===== src/ps2m_pkg.sv =====
// Shared types, status and header bit positions, and the axis decode for
// the PS/2 mouse packet receiver. No dependencies.
package ps2m_pkg;

    typedef logic [7:0] byte_t;

    // Item codes on the op field
    localparam logic OP_IRQ = 1'b0;
    localparam logic OP_POP = 1'b1;

    // Controller status bits
    localparam int ST_OBF_BIT = 0;
    localparam int ST_AUX_BIT = 5;

    // Packet header bits
    localparam int HDR_BTN_L_BIT = 0;
    localparam int HDR_BTN_R_BIT = 1;
    localparam int HDR_BTN_M_BIT = 2;
    localparam int HDR_SYNC_BIT  = 3;
    localparam int HDR_XSGN_BIT  = 4;
    localparam int HDR_YSGN_BIT  = 5;
    localparam int HDR_XOVF_BIT  = 6;
    localparam int HDR_YOVF_BIT  = 7;

    // Strobes from the sequencer to the ring memory
    typedef struct packed {
        logic wr_en;
        logic rd_en;
    } ring_ctl_t;

    // Nine-bit signed movement; an overflowed axis reads as zero
    function automatic logic signed [8:0] axis_value(input byte_t raw, input logic ovf,
                                                     input logic neg);
        logic signed [8:0] v;
        v = $signed({neg, raw});
        if (ovf)
        begin
            v = '0;
        end
        return v;
    endfunction

endpackage


===== src/ps2m_ring.sv =====
// Byte ring storage: one write port and one read port with registered read data.
// Depends on ps2m_pkg.
module ps2m_ring
    import ps2m_pkg::*;
#(
    parameter int DEPTH = 256,
    parameter int AW    = 8
)
(
    input  logic            clk,
    input  ring_ctl_t       ctl,
    input  logic [AW-1:0]   wr_addr,
    input  byte_t           wr_data,
    input  logic [AW-1:0]   rd_addr,
    output byte_t           rd_data
);

    byte_t mem [DEPTH];
    byte_t rd_data_reg;

    // write port
    always_ff @(posedge clk)
    begin
        if (ctl.wr_en)
        begin
            mem[wr_addr] <= wr_data;
        end
    end

    // read port, registered
    always_ff @(posedge clk)
    begin
        if (ctl.rd_en)
        begin
            rd_data_reg <= mem[rd_addr];
        end
    end

    assign rd_data = rd_data_reg;

endmodule


===== src/ps2m_core.sv =====
// Sequencer for the PS/2 mouse receiver: pointers, fill count, counters and
// packet decode around the ring memory. Depends on ps2m_pkg and ps2m_ring.
module ps2m_core
    import ps2m_pkg::*;
#(
    parameter int RING_DEPTH = 256
)
(
    input  logic              clk,
    input  logic              rst_n,
    input  logic              in_valid,
    output logic              in_ready,
    input  logic              op,
    input  logic [7:0]        ctrl_status,
    input  logic [7:0]        rx_byte,
    output logic              out_valid,
    input  logic              out_ready,
    output logic              packet_valid,
    output logic signed [8:0] delta_x,
    output logic signed [8:0] delta_y,
    output logic              btn_left,
    output logic              btn_right,
    output logic              btn_middle,
    output logic [8:0]        pending_bytes,
    output logic [31:0]       dropped_total,
    output logic [31:0]       resync_total,
    output logic [31:0]       irq_total
);

    localparam int AW = $clog2(RING_DEPTH);
    localparam int CW = $clog2(RING_DEPTH + 1);
    localparam logic [AW-1:0] LAST_IDX  = AW'(RING_DEPTH - 1);
    localparam logic [CW-1:0] FULL_CNT  = CW'(RING_DEPTH);
    localparam logic [CW-1:0] ONE_CNT   = CW'(1);
    localparam logic [CW-1:0] THREE_CNT = CW'(3);

    localparam logic [1:0] S_IDLE = 2'd0;
    localparam logic [1:0] S_CHK  = 2'd1;
    localparam logic [1:0] S_RX   = 2'd2;
    localparam logic [1:0] S_RY   = 2'd3;

    function automatic logic [AW-1:0] idx_inc(input logic [AW-1:0] idx);
        logic [AW-1:0] r;
        r = idx + 1'b1;
        if (idx == LAST_IDX)
        begin
            r = '0;
        end
        return r;
    endfunction

    logic [1:0]        state_reg, state_next;
    logic [AW-1:0]     wr_idx_reg, wr_idx_next;
    logic [AW-1:0]     rd_idx_reg, rd_idx_next;
    logic [AW-1:0]     scan_idx_reg, scan_idx_next;
    logic [CW-1:0]     count_reg, count_next;
    logic [31:0]       drop_reg, drop_next;
    logic [31:0]       resync_reg, resync_next;
    logic [31:0]       irq_reg, irq_next;
    byte_t             hdr_reg, hdr_next;
    byte_t             rx_reg, rx_next;
    logic              out_valid_reg, out_valid_next;
    logic              pv_reg, pv_next;
    logic signed [8:0] dx_reg, dx_next;
    logic signed [8:0] dy_reg, dy_next;
    logic [2:0]        btn_reg, btn_next;

    ring_ctl_t         ring_ctl;
    logic [AW-1:0]     ring_rd_addr;
    byte_t             ring_rd_data;
    logic              accept;
    logic              finish;
    logic [CW+8:0]     pend_ext;

    ps2m_ring #(
        .DEPTH (RING_DEPTH),
        .AW    (AW)
    ) u_ring (
        .clk     (clk),
        .ctl     (ring_ctl),
        .wr_addr (wr_idx_reg),
        .wr_data (rx_byte),
        .rd_addr (ring_rd_addr),
        .rd_data (ring_rd_data)
    );

    // one word in flight; a new one enters as the last result leaves
    assign in_ready = (state_reg == S_IDLE) && (!out_valid_reg || out_ready);
    assign accept   = in_valid && in_ready;

    // sequencer
    always_comb
    begin
        state_next    = state_reg;
        wr_idx_next   = wr_idx_reg;
        rd_idx_next   = rd_idx_reg;
        scan_idx_next = scan_idx_reg;
        count_next    = count_reg;
        drop_next     = drop_reg;
        resync_next   = resync_reg;
        irq_next      = irq_reg;
        hdr_next      = hdr_reg;
        rx_next       = rx_reg;
        ring_ctl      = '0;
        ring_rd_addr  = rd_idx_reg;
        finish        = 1'b0;
        pv_next       = 1'b0;
        dx_next       = '0;
        dy_next       = '0;
        btn_next      = '0;

        case (state_reg)
            S_IDLE:
            begin
                if (accept)
                begin
                    if (op == OP_IRQ)
                    begin
                        irq_next = irq_reg + 32'd1;
                        if (ctrl_status[ST_OBF_BIT] && ctrl_status[ST_AUX_BIT])
                        begin
                            if (count_reg == FULL_CNT)
                            begin
                                drop_next = drop_reg + 32'd1;
                            end
                            else
                            begin
                                ring_ctl.wr_en = 1'b1;
                                wr_idx_next    = idx_inc(wr_idx_reg);
                                count_next     = count_reg + ONE_CNT;
                            end
                        end
                        finish = 1'b1;
                    end
                    else if (count_reg != '0)
                    begin
                        ring_ctl.rd_en = 1'b1;
                        state_next     = S_CHK;
                    end
                    else
                    begin
                        finish = 1'b1;
                    end
                end
            end

            // read data holds the byte at the read index
            S_CHK:
            begin
                if (!ring_rd_data[HDR_SYNC_BIT])
                begin
                    rd_idx_next = idx_inc(rd_idx_reg);
                    count_next  = count_reg - ONE_CNT;
                    resync_next = resync_reg + 32'd1;
                    if (count_reg != ONE_CNT)
                    begin
                        ring_ctl.rd_en = 1'b1;
                        ring_rd_addr   = rd_idx_next;
                    end
                    else
                    begin
                        finish     = 1'b1;
                        state_next = S_IDLE;
                    end
                end
                else if (count_reg < THREE_CNT)
                begin
                    finish     = 1'b1;
                    state_next = S_IDLE;
                end
                else
                begin
                    hdr_next       = ring_rd_data;
                    scan_idx_next  = idx_inc(rd_idx_reg);
                    ring_ctl.rd_en = 1'b1;
                    ring_rd_addr   = scan_idx_next;
                    state_next     = S_RX;
                end
            end

            S_RX:
            begin
                rx_next        = ring_rd_data;
                scan_idx_next  = idx_inc(scan_idx_reg);
                ring_ctl.rd_en = 1'b1;
                ring_rd_addr   = scan_idx_next;
                state_next     = S_RY;
            end

            S_RY:
            begin
                rd_idx_next = idx_inc(scan_idx_reg);
                count_next  = count_reg - THREE_CNT;
                pv_next     = 1'b1;
                dx_next     = axis_value(rx_reg, hdr_reg[HDR_XOVF_BIT], hdr_reg[HDR_XSGN_BIT]);
                dy_next     = axis_value(ring_rd_data, hdr_reg[HDR_YOVF_BIT],
                                         hdr_reg[HDR_YSGN_BIT]);
                btn_next    = {hdr_reg[HDR_BTN_M_BIT], hdr_reg[HDR_BTN_R_BIT],
                               hdr_reg[HDR_BTN_L_BIT]};
                finish      = 1'b1;
                state_next  = S_IDLE;
            end

            default:
            begin
                state_next = S_IDLE;
            end
        endcase
    end

    // result slot
    always_comb
    begin
        out_valid_next = out_valid_reg;
        if (finish)
        begin
            out_valid_next = 1'b1;
        end
        else if (out_ready)
        begin
            out_valid_next = 1'b0;
        end
    end

    always_ff @(posedge clk or negedge rst_n)
    begin
        if (!rst_n)
        begin
            state_reg     <= S_IDLE;
            wr_idx_reg    <= '0;
            rd_idx_reg    <= '0;
            count_reg     <= '0;
            drop_reg      <= '0;
            resync_reg    <= '0;
            irq_reg       <= '0;
            out_valid_reg <= 1'b0;
        end
        else
        begin
            state_reg     <= state_next;
            wr_idx_reg    <= wr_idx_next;
            rd_idx_reg    <= rd_idx_next;
            count_reg     <= count_next;
            drop_reg      <= drop_next;
            resync_reg    <= resync_next;
            irq_reg       <= irq_next;
            out_valid_reg <= out_valid_next;
        end
    end

    // payload, no reset
    always_ff @(posedge clk)
    begin
        scan_idx_reg <= scan_idx_next;
        hdr_reg      <= hdr_next;
        rx_reg       <= rx_next;
        if (finish)
        begin
            pv_reg  <= pv_next;
            dx_reg  <= dx_next;
            dy_reg  <= dy_next;
            btn_reg <= btn_next;
        end
    end

    // counters are quiet while a result waits, so they drive the port directly
    assign pend_ext      = {9'd0, count_reg};
    assign out_valid     = out_valid_reg;
    assign packet_valid  = pv_reg;
    assign delta_x       = dx_reg;
    assign delta_y       = dy_reg;
    assign btn_left      = btn_reg[0];
    assign btn_right     = btn_reg[1];
    assign btn_middle    = btn_reg[2];
    assign pending_bytes = pend_ext[8:0];
    assign dropped_total = drop_reg;
    assign resync_total  = resync_reg;
    assign irq_total     = irq_reg;

`ifndef ASSERT_OFF
    a_count_bound: assert property (@(posedge clk) disable iff (!rst_n)
        count_reg <= FULL_CNT)
        else $error("ring fill count above depth");

    a_no_rw_overlap: assert property (@(posedge clk) disable iff (!rst_n)
        !(ring_ctl.wr_en && ring_ctl.rd_en))
        else $error("ring read and write in the same cycle");

    a_irq_count: assert property (@(posedge clk) disable iff (!rst_n)
        (accept && op == OP_IRQ) |=> (irq_reg == $past(irq_reg) + 32'd1))
        else $error("interrupt word not counted");

    a_resync_only_scan: assert property (@(posedge clk) disable iff (!rst_n)
        (state_reg != S_CHK) |=> $stable(resync_reg))
        else $error("resync count moved outside header search");

    a_pop_done_idle: assert property (@(posedge clk) disable iff (!rst_n)
        (state_reg == S_RY) |=> (state_reg == S_IDLE && out_valid_reg))
        else $error("packet read did not produce a result");
`endif

endmodule


===== src/ps2_mouse_packet_receiver_core.sv =====
// PS/2 mouse packet receiver, top level. One word is in flight at a time, and a
// new word enters only as the previous result leaves. An interrupt word finishes
// at once, with at most one ring write. A pop word finishes at once when the ring
// is empty; otherwise it examines ring bytes one at a time through the single
// registered read port, skipping non-header bytes, and ends when the skipping
// empties the ring, when a header leads with fewer than three bytes buffered, or
// after reading the header, x and y bytes of a complete packet.
// Depends on ps2m_pkg and ps2m_core.
module ps2_mouse_packet_receiver_core
    import ps2m_pkg::*;
#(
    parameter int RING_DEPTH = 256
)
(
    input  logic              clk,
    input  logic              rst_n,
    input  logic              in_valid,
    output logic              in_ready,
    input  logic              op,
    input  logic [7:0]        ctrl_status,
    input  logic [7:0]        rx_byte,
    output logic              out_valid,
    input  logic              out_ready,
    output logic              packet_valid,
    output logic signed [8:0] delta_x,
    output logic signed [8:0] delta_y,
    output logic              btn_left,
    output logic              btn_right,
    output logic              btn_middle,
    output logic [8:0]        pending_bytes,
    output logic [31:0]       dropped_total,
    output logic [31:0]       resync_total,
    output logic [31:0]       irq_total
);

    ps2m_core #(
        .RING_DEPTH (RING_DEPTH)
    ) u_core (
        .clk           (clk),
        .rst_n         (rst_n),
        .in_valid      (in_valid),
        .in_ready      (in_ready),
        .op            (op),
        .ctrl_status   (ctrl_status),
        .rx_byte       (rx_byte),
        .out_valid     (out_valid),
        .out_ready     (out_ready),
        .packet_valid  (packet_valid),
        .delta_x       (delta_x),
        .delta_y       (delta_y),
        .btn_left      (btn_left),
        .btn_right     (btn_right),
        .btn_middle    (btn_middle),
        .pending_bytes (pending_bytes),
        .dropped_total (dropped_total),
        .resync_total  (resync_total),
        .irq_total     (irq_total)
    );

endmodule


===== config.mk =====
export PLATFORM = sky130hd
export DESIGN_NAME = ps2_mouse_packet_receiver_core
export DESIGN_NICKNAME = d
export VERILOG_FILES = /design/src/ps2m_pkg.sv /design/src/ps2m_ring.sv /design/src/ps2m_core.sv /design/src/ps2_mouse_packet_receiver_core.sv
export SDC_FILE = /design/constraint.sdc
export NUM_CORES = 2
export LEC_CHECK = 0
export ABC_AREA = 1
export BUFFER_PORTS_ARGS = -buffer_cell sky130_fd_sc_hd__buf_2
export CELL_PAD_IN_SITES_DETAIL_PLACEMENT = 0
export CELL_PAD_IN_SITES_GLOBAL_PLACEMENT = 2
export CORE_MARGIN = 2
export CORE_UTILIZATION = 40
export CTS_BUF_LIST = sky130_fd_sc_hd__clkbuf_2 sky130_fd_sc_hd__clkbuf_4 sky130_fd_sc_hd__clkbuf_8
export CTS_CLUSTER_SIZE = 24
export DETAILED_ROUTE_END_ITERATION = 8
export PLACE_DENSITY_LB_ADDON = 0.12
export SLEW_MARGIN = 20
export SYNTH_ARGS = -nofsm -noshare
export SYNTH_HDL_FRONTEND = slang
export SYNTH_SLANG_ARGS = --single-unit

===== constraint.sdc =====
create_clock -name clk -period 2.9 [get_ports clk]
set_input_delay 0.58 -clock clk [delete_from_list [all_inputs] [get_ports clk]]
set_output_delay 0.58 -clock clk [all_outputs]
set_load 0.02 [all_outputs]

# Word-level counts from Yosys, hierarchy flattened
# Memories as Yosys holds them, arrays and structs flattened. A register that Yosys moved wholly into a read port is not among the register bits.
# Index checks and enable logic that the tools add are counted.
[classes]
add_sub_neg = 9
order_cmp = 1
n_eq_ne = 18
mux = 48
n_bitwise = 5
reduce_logical = 22
[op_table]
columns = ["cell", "n"]
rows = [
  ["$add 32x1->32 const B", 3],
  ["$mux 8", 9],
  ["$pmux 8 s2", 3],
  ["$mux 9", 5],
  ["$pmux 9 s3", 1],
  ["$add 8x1->8 const B", 3],
  ["$eq 8x8->1 const B", 3],
  ["$mux 1", 20],
  ["$ne 2x2->1 const B", 8],
  ["$mux 2", 7],
  ["$reduce_and 5->1", 2],
  ["$add 9x1->9 const B", 1],
  ["$eq 9x9->1 const B", 1],
  ["$lt 9x2->1 const B", 1],
  ["$ne 9x1->1 const B", 1],
  ["$reduce_and 3->1", 3],
  ["$reduce_bool 9->1", 1],
  ["$sub 9x1->9 const B", 1],
  ["$sub 9x2->9 const B", 1],
  ["$pmux 2 s4", 1],
  ["$pmux 1 s3", 2],
  ["$reduce_and 6->1", 1],
  ["$reduce_bool 2->1", 3],
  ["$not 1->1", 5],
  ["other kinds (12)", 17],
]
[word_totals]
reg_bits = 169
ram_bits = 2048
input_bits = 21
out_inout_bits = 129
memories = 1
[mem_list]
columns = ["memory", "words", "word_bits", "rd", "rd_clocked_by_memory_dff", "write_ports", "line_no", "source"]
rows = [
  ["u_core.u_ring.mem", 256, 8, 1, 1, 1, "ps2m_ring.sv:18", "byte_t mem [DEPTH];"],
]

# Logic depth before layout (Yosys ltp)
[depth]
ltp_word = 8
mapped_depth = 23
mapped_depth_nobuf = 21

# By module
# From an unflattened synthesis, not the netlist that was laid out.
[hier_totals]
hier_cells = 8488
hier_area_um2 = 93867.5
[by_module_without_submodules]
columns = ["module", "n_inst", "cells_each", "area_per_inst_um2", "seq_area_each_um2"]
rows = [
  ["ps2m_ring", 1, 7003, 83476.3, 61739.2],
  ["ps2m_core", 1, 1485, 10391.2, 4454.3],
]

# Least setup slack after synthesis
# OpenSTA, ideal clock, no wires.
[synth_path]
path_kind = "register -> register"
startpoint = "register u_core.count_reg[0] (netlist: u_core.pending_bytes[0])"
endpoint = "register u_core.btn_reg[0], enable pin"
setup_time_ns = 0.409
arrival_ns = 2.494
required_time_ns = 2.491
slack_ns = -0.003
stages_incl_launch_ff = 7
n_path_buf = 0
path_cell_list = "dfrtp_1 > inv_1 > ha_1 > inv_1 > o41ai_1 > a21oi_1 > a21oi_1"
[synth_via]
elab_chain_cells = 5
word_cells_on_any_way = 10
cone_classes = "order compare (1); eq/ne (1); mux (7); reduce/logical (1)"
[synth_lines]
columns = ["item", "line_no", "source"]
rows = [
  ["from (decl)", "ps2m_core.sv:56", "logic [CW-1:0] count_reg, count_next;"],
  ["from (signal assigned)", "ps2m_core.sv:243", "count_reg <= count_next;"],
  ["branches (longest 4 deep; another with $lt 9x2->1)", "-", ""],
  ["$pmux 1 s3 (*)", "ps2m_core.sv:112", "case (state_reg)"],
  ["net u_core.finish", "ps2m_core.sv:72", "logic finish;"],
  ["to (signal assigned)", "ps2m_core.sv:262", "btn_reg <= btn_next;"],
  ["to (decl)", "ps2m_core.sv:66", "logic [2:0] btn_reg, btn_next;"],
]
# Mark *: on every way through the listed nets, which the timed path passes.
# A chain may end at the register's enable or synchronous reset.

# Worst setup path after layout
[layout_path]
startpoint = "register u_core.u_ring.rd_data_reg[3] (netlist: u_core.u_ring.rd_data[3]) (read register of u_core.u_ring.mem)"
endpoint = "register u_core.u_ring.rd_data_reg[1] (netlist: u_core.u_ring.rd_data[1]) (read register of u_core.u_ring.mem), data pin"
[layout_via]
elab_chain_cells = 2
word_cells_on_any_way = 4
cone_classes = "mux (4)"
[layout_lines]
columns = ["item", "line_no", "source"]
rows = [
  ["from (decl)", "ps2m_ring.sv:19", "byte_t rd_data_reg;"],
  ["$mux 1 or $mux 8 (tied branches)", "ps2m_core.sv:150", "if (!ring_rd_data[HDR_SYNC_BIT])"],
  ["$pmux 1 s3 or $pmux 8 s2 (tied branches)", "ps2m_core.sv:112", ""],
]
# Parallel ways exist; a longest one is shown, timed or not.

==> summary.md <==
| Metric | Value |
|---|---|
| Biggest register | u_core.u_ring.mem |
| CP cell instances | buf_12, nor2_8, nand3_2, nand2_2, buf_6, nand2_1, nand4_1, o21ai_4, buf_12, inv_8, buf_16, buf_12, nand3_1, nand3_1, nand3_1, buf_4, nand3_1, buf_4, nand3_1, nand3_1, nand2_1 |
| Met2 WL | 158,000 microns |
| DRT Wirelength | 328,500 microns |
| Unrepaired setup endpoints after global routing | yes |
| # clock sinks | 2,225 |
| H-tree depth | 5 |
| Clock transition at path regs | 60 ps |
| Critical path's largest stage delay | 500 ps |
| Syn Nets | 9,358 |
| Worst Skew | 57.33 ps |
| Gpl congestion | 0.8887 |
| CTS tree | yes |
| I/O pin total | 150 |
| Max reg flops | 2,048 |
| WP buf/inv | 8 |
| Grt ovf | 0 |
| Fin. max-slew vios | 0 |
| P&R area growth vs syn | 21.99% |
| CP delay by family, top | buffers and inverters |
| Crit start category | flip-flop |
| Required @ worst endpoint | 3720 ps |
| HP Start | op |
| Sequential share of the synthesized area | 0.6722 |
| Endpoints failing setup | 8 |
| CTS Buf Count | 405 |
| Slowest-stage cell, CP | edfxtp_1 |
| Worst min-delay path class | in -> reg |
| DR WL/cell | 24.03 microns |
| Failing checks | setup timing |
| Maxcap violations | 0 |
| Nets | 10,190 |
| Largest net degree at the start of global routing | 73 |
| Initial Utilization | 0.4015 |
| Cell area after synthesis | 98,470 sq um |
| Dpl cells | 12,861 |
| Setup CP Type | reg -> reg |
| DRT antenna net count | 0 |
| Vias in the first global route | 68,390 |
| DR vias/cell | 5.133 |
| Post-synthesis mux area share | 0 |
| Total track usage | 0.2536 |
| Syn_area_per_cell | 10.57 sq um |
| Period Utilization, post-route | 1.170 |
| First-pass detailed-route iteration total | 6 |
| Flops & latches, synth | 2,225 |
| Fraction of registers with async set/reset | 0.05573 |
| Final std cells w/o fill | 13,666 |
| Largest family of logic cells by synthesized area | simple AND/OR/NAND/NOR gates |
| Worst-Margin Slew | 891.3 ps |
| Top_reg_cell synth | edfxtp_1 |
| 1st-iter DRT viols | 6,014 |
| Max Used Layer | met4 |
| Slew Limit Headroom | 0.4058 |
| Util after Layout | 0.4898 |
| IO buf count | 143 |
| DR vias | 70,143 |
| Crit. Startpoint | u_core.u_ring.rd_data[3] |
| Initial antenna violation count | 10 |
| Die footprint | 250,200 sq um |
| Layout cells sized above 1 | 0.1922 |
| # rows | 182 |
| Core area | 245,300 sq um |
| Die X | 500.2 microns |
| Warnings from Yosys | 0 |
| Final hold violation count | 0 |
| Syn Inst Count | 9,320 |
| Post-synth EDFFs | 2,101 |
| Worst-path fanout max | 16 |
| HPWL after DPL | 205,200 microns |
| Post-synthesis simple-gate area fraction | 0.2191 |
| Status | complete, but fails checks |
| Post-route setup slack | -493.6 ps |
| Yosys cell types | 48 |
| Met1 WL | 144,600 microns |
| Clk Latency, worst-skew pair | 1090 ps |
| Die span in y | 500.2 microns |
| Post-synthesis xor/xnor area fraction | 0.008716 |
| Met3 routed WL | 16,880 microns |
| RR Startpoint | u_core.u_ring.rd_data[3] |
| DRC | 0 |
| First-pass GRT wire length | 469,000 microns |
| Final hold slack | 101.9 ps |
| Worst endpoint data arrival time | 4210 ps |
| CTS Buffer Depth | 4 |
| Root buffer cell | clkbuf_8 |
| Clock period minus worst slack | 3394 ps |
| Adder-cell area share of the yosys netlist | 0.002160 |
| Fill cell count | 22,525 |
| Compound-Gate Fraction of Synth Area | 0.01466 |
| Placed Area | 108,200 sq um |
| Post-route cell area | 120,100 sq um |
| Achievable Freq | 294.7 MHz |
| Endpoint type of the worst setup path | flip-flop |
| Most numerous cell on the critical path | nand3_1 |
==> stage by stage <==
stage	setup slack, ps	setup TNS (ps)
floorplan	71.62	0
global placement	-801.4	-267110
detailed placement	-725.1	-252200
CTS	-599.2	-4511
global route	-637.7	-5729
finish	-493.6	-3758
==> worst min-delay path, cell delays in order <==
cell,delay (ps)
buf_2,100
inv_1,60
buf_4,150
nand2_8,100
nand2_1,50
nand2_1,60
==> cell families (layout without fill, tap and decap cells) <==
logic type | after synthesis | after routing
flops | 2225 | 2225
fa+ha+maj | 17 | 17
other cells | 0 | 9
xor+xnor | 98 | 98
simple gates | 4737 | 4737
buf+inv | 2026 | 3143
compound gates | 217 | 217
==> path summary, 6_finish.rpt <==
| kind | end | slack, ps | depth (start not counted) |
|---|---|---|---|
| setup / recovery | u_core.u_ring.rd_data[1] | -490 | 21 |
| hold / removal | u_core.irq_total[1] | 100 | 6 |
| setup reg to reg | u_core.u_ring.rd_data[1] | -490 | 21 |
| hold reg to reg | u_core.dropped_total[31] | 470 | 1 |
| max in group asynchronous | u_core.irq_total[1] | 1880 | 4 |
| min in group asynchronous | u_core.dropped_total[19] | 590 | 4 |
==> cells in the mapped netlist (all sizes together) (7+ instances only) <==
library cell / count / share of area
nand4: 29 / 0.0019
nand3: 1886 / 0.096
nand2: 2100 / 0.080
nand3b: 288 / 0.022
xor2: 59 / 0.0052
xnor2: 39 / 0.0035
nor2: 378 / 0.015
dfrtp: 124 / 0.032
o21ai: 54 / 0.0028
a21oi: 26 / 0.0013
inv: 1498 / 0.057
ha: 17 / 0.0022
edfxtp: 2101 / 0.64
buf: 390 / 0.021
clkinv: 10 / 0.00038
or2: 7 / 0.00047
nor3: 39 / 0.0022
clkbuf: 128 / 0.0049
o211ai: 117 / 0.0089
==> metal layers <==
metal / global-route usage / vias to the layer above
li1: - / 32899
met1: 0.3494 / 34670
met2: 0.4181 / 2065
met3: 0.03368 / 509
met4: 0.07638 / 0
met5: 0 / -
==> repair_timing <==
| item | CTS | global route |
|---|---|---|
| endpoints found under the hold margin | 340 | 0 |
| hold buffers | 12 | 0 |
| endpoints found under the setup margin | 1826 | 1169 |
| gates cloned | 9 | 31 |
| setup buffers | 16 | 40 |
| pin swaps | 7 | 59 |
| gates resized for setup | 342 | 365 |
==> final cells by class <==
cell class | count | area (sq um) | area share
antenna | 9 | 22.52 | 0.0001875
clock buffer | 549 | 6730 | 0.05603
inverter | 1508 | 5709 | 0.04753
multi-input combinational | 5069 | 26390 | 0.2197
clock inverter | 143 | 713.2 | 0.005937
timing repair buffer | 943 | 10340 | 0.08609
sequential | 2225 | 66190 | 0.5510
tap | 3220 | 4029 | 0.03354
==> cell usage in the layout (no fill, tap or decap), types with 121 or more instances in the layout <==
cell	count
edfxtp_1	2101
nand2_1	2072
nand3_1	1752
inv_1	1472
buf_4	507
clkbuf_8	417
nand3b_1	288
buf_12	164
nor2_4	153
buf_2	133
clkbuf_4	132
nand3_2	129
dfrtp_1	124
nor2_1	121
Power is not shown: default switching activity piles up to over one toggle a cycle in this logic, so the estimate is an artifact.
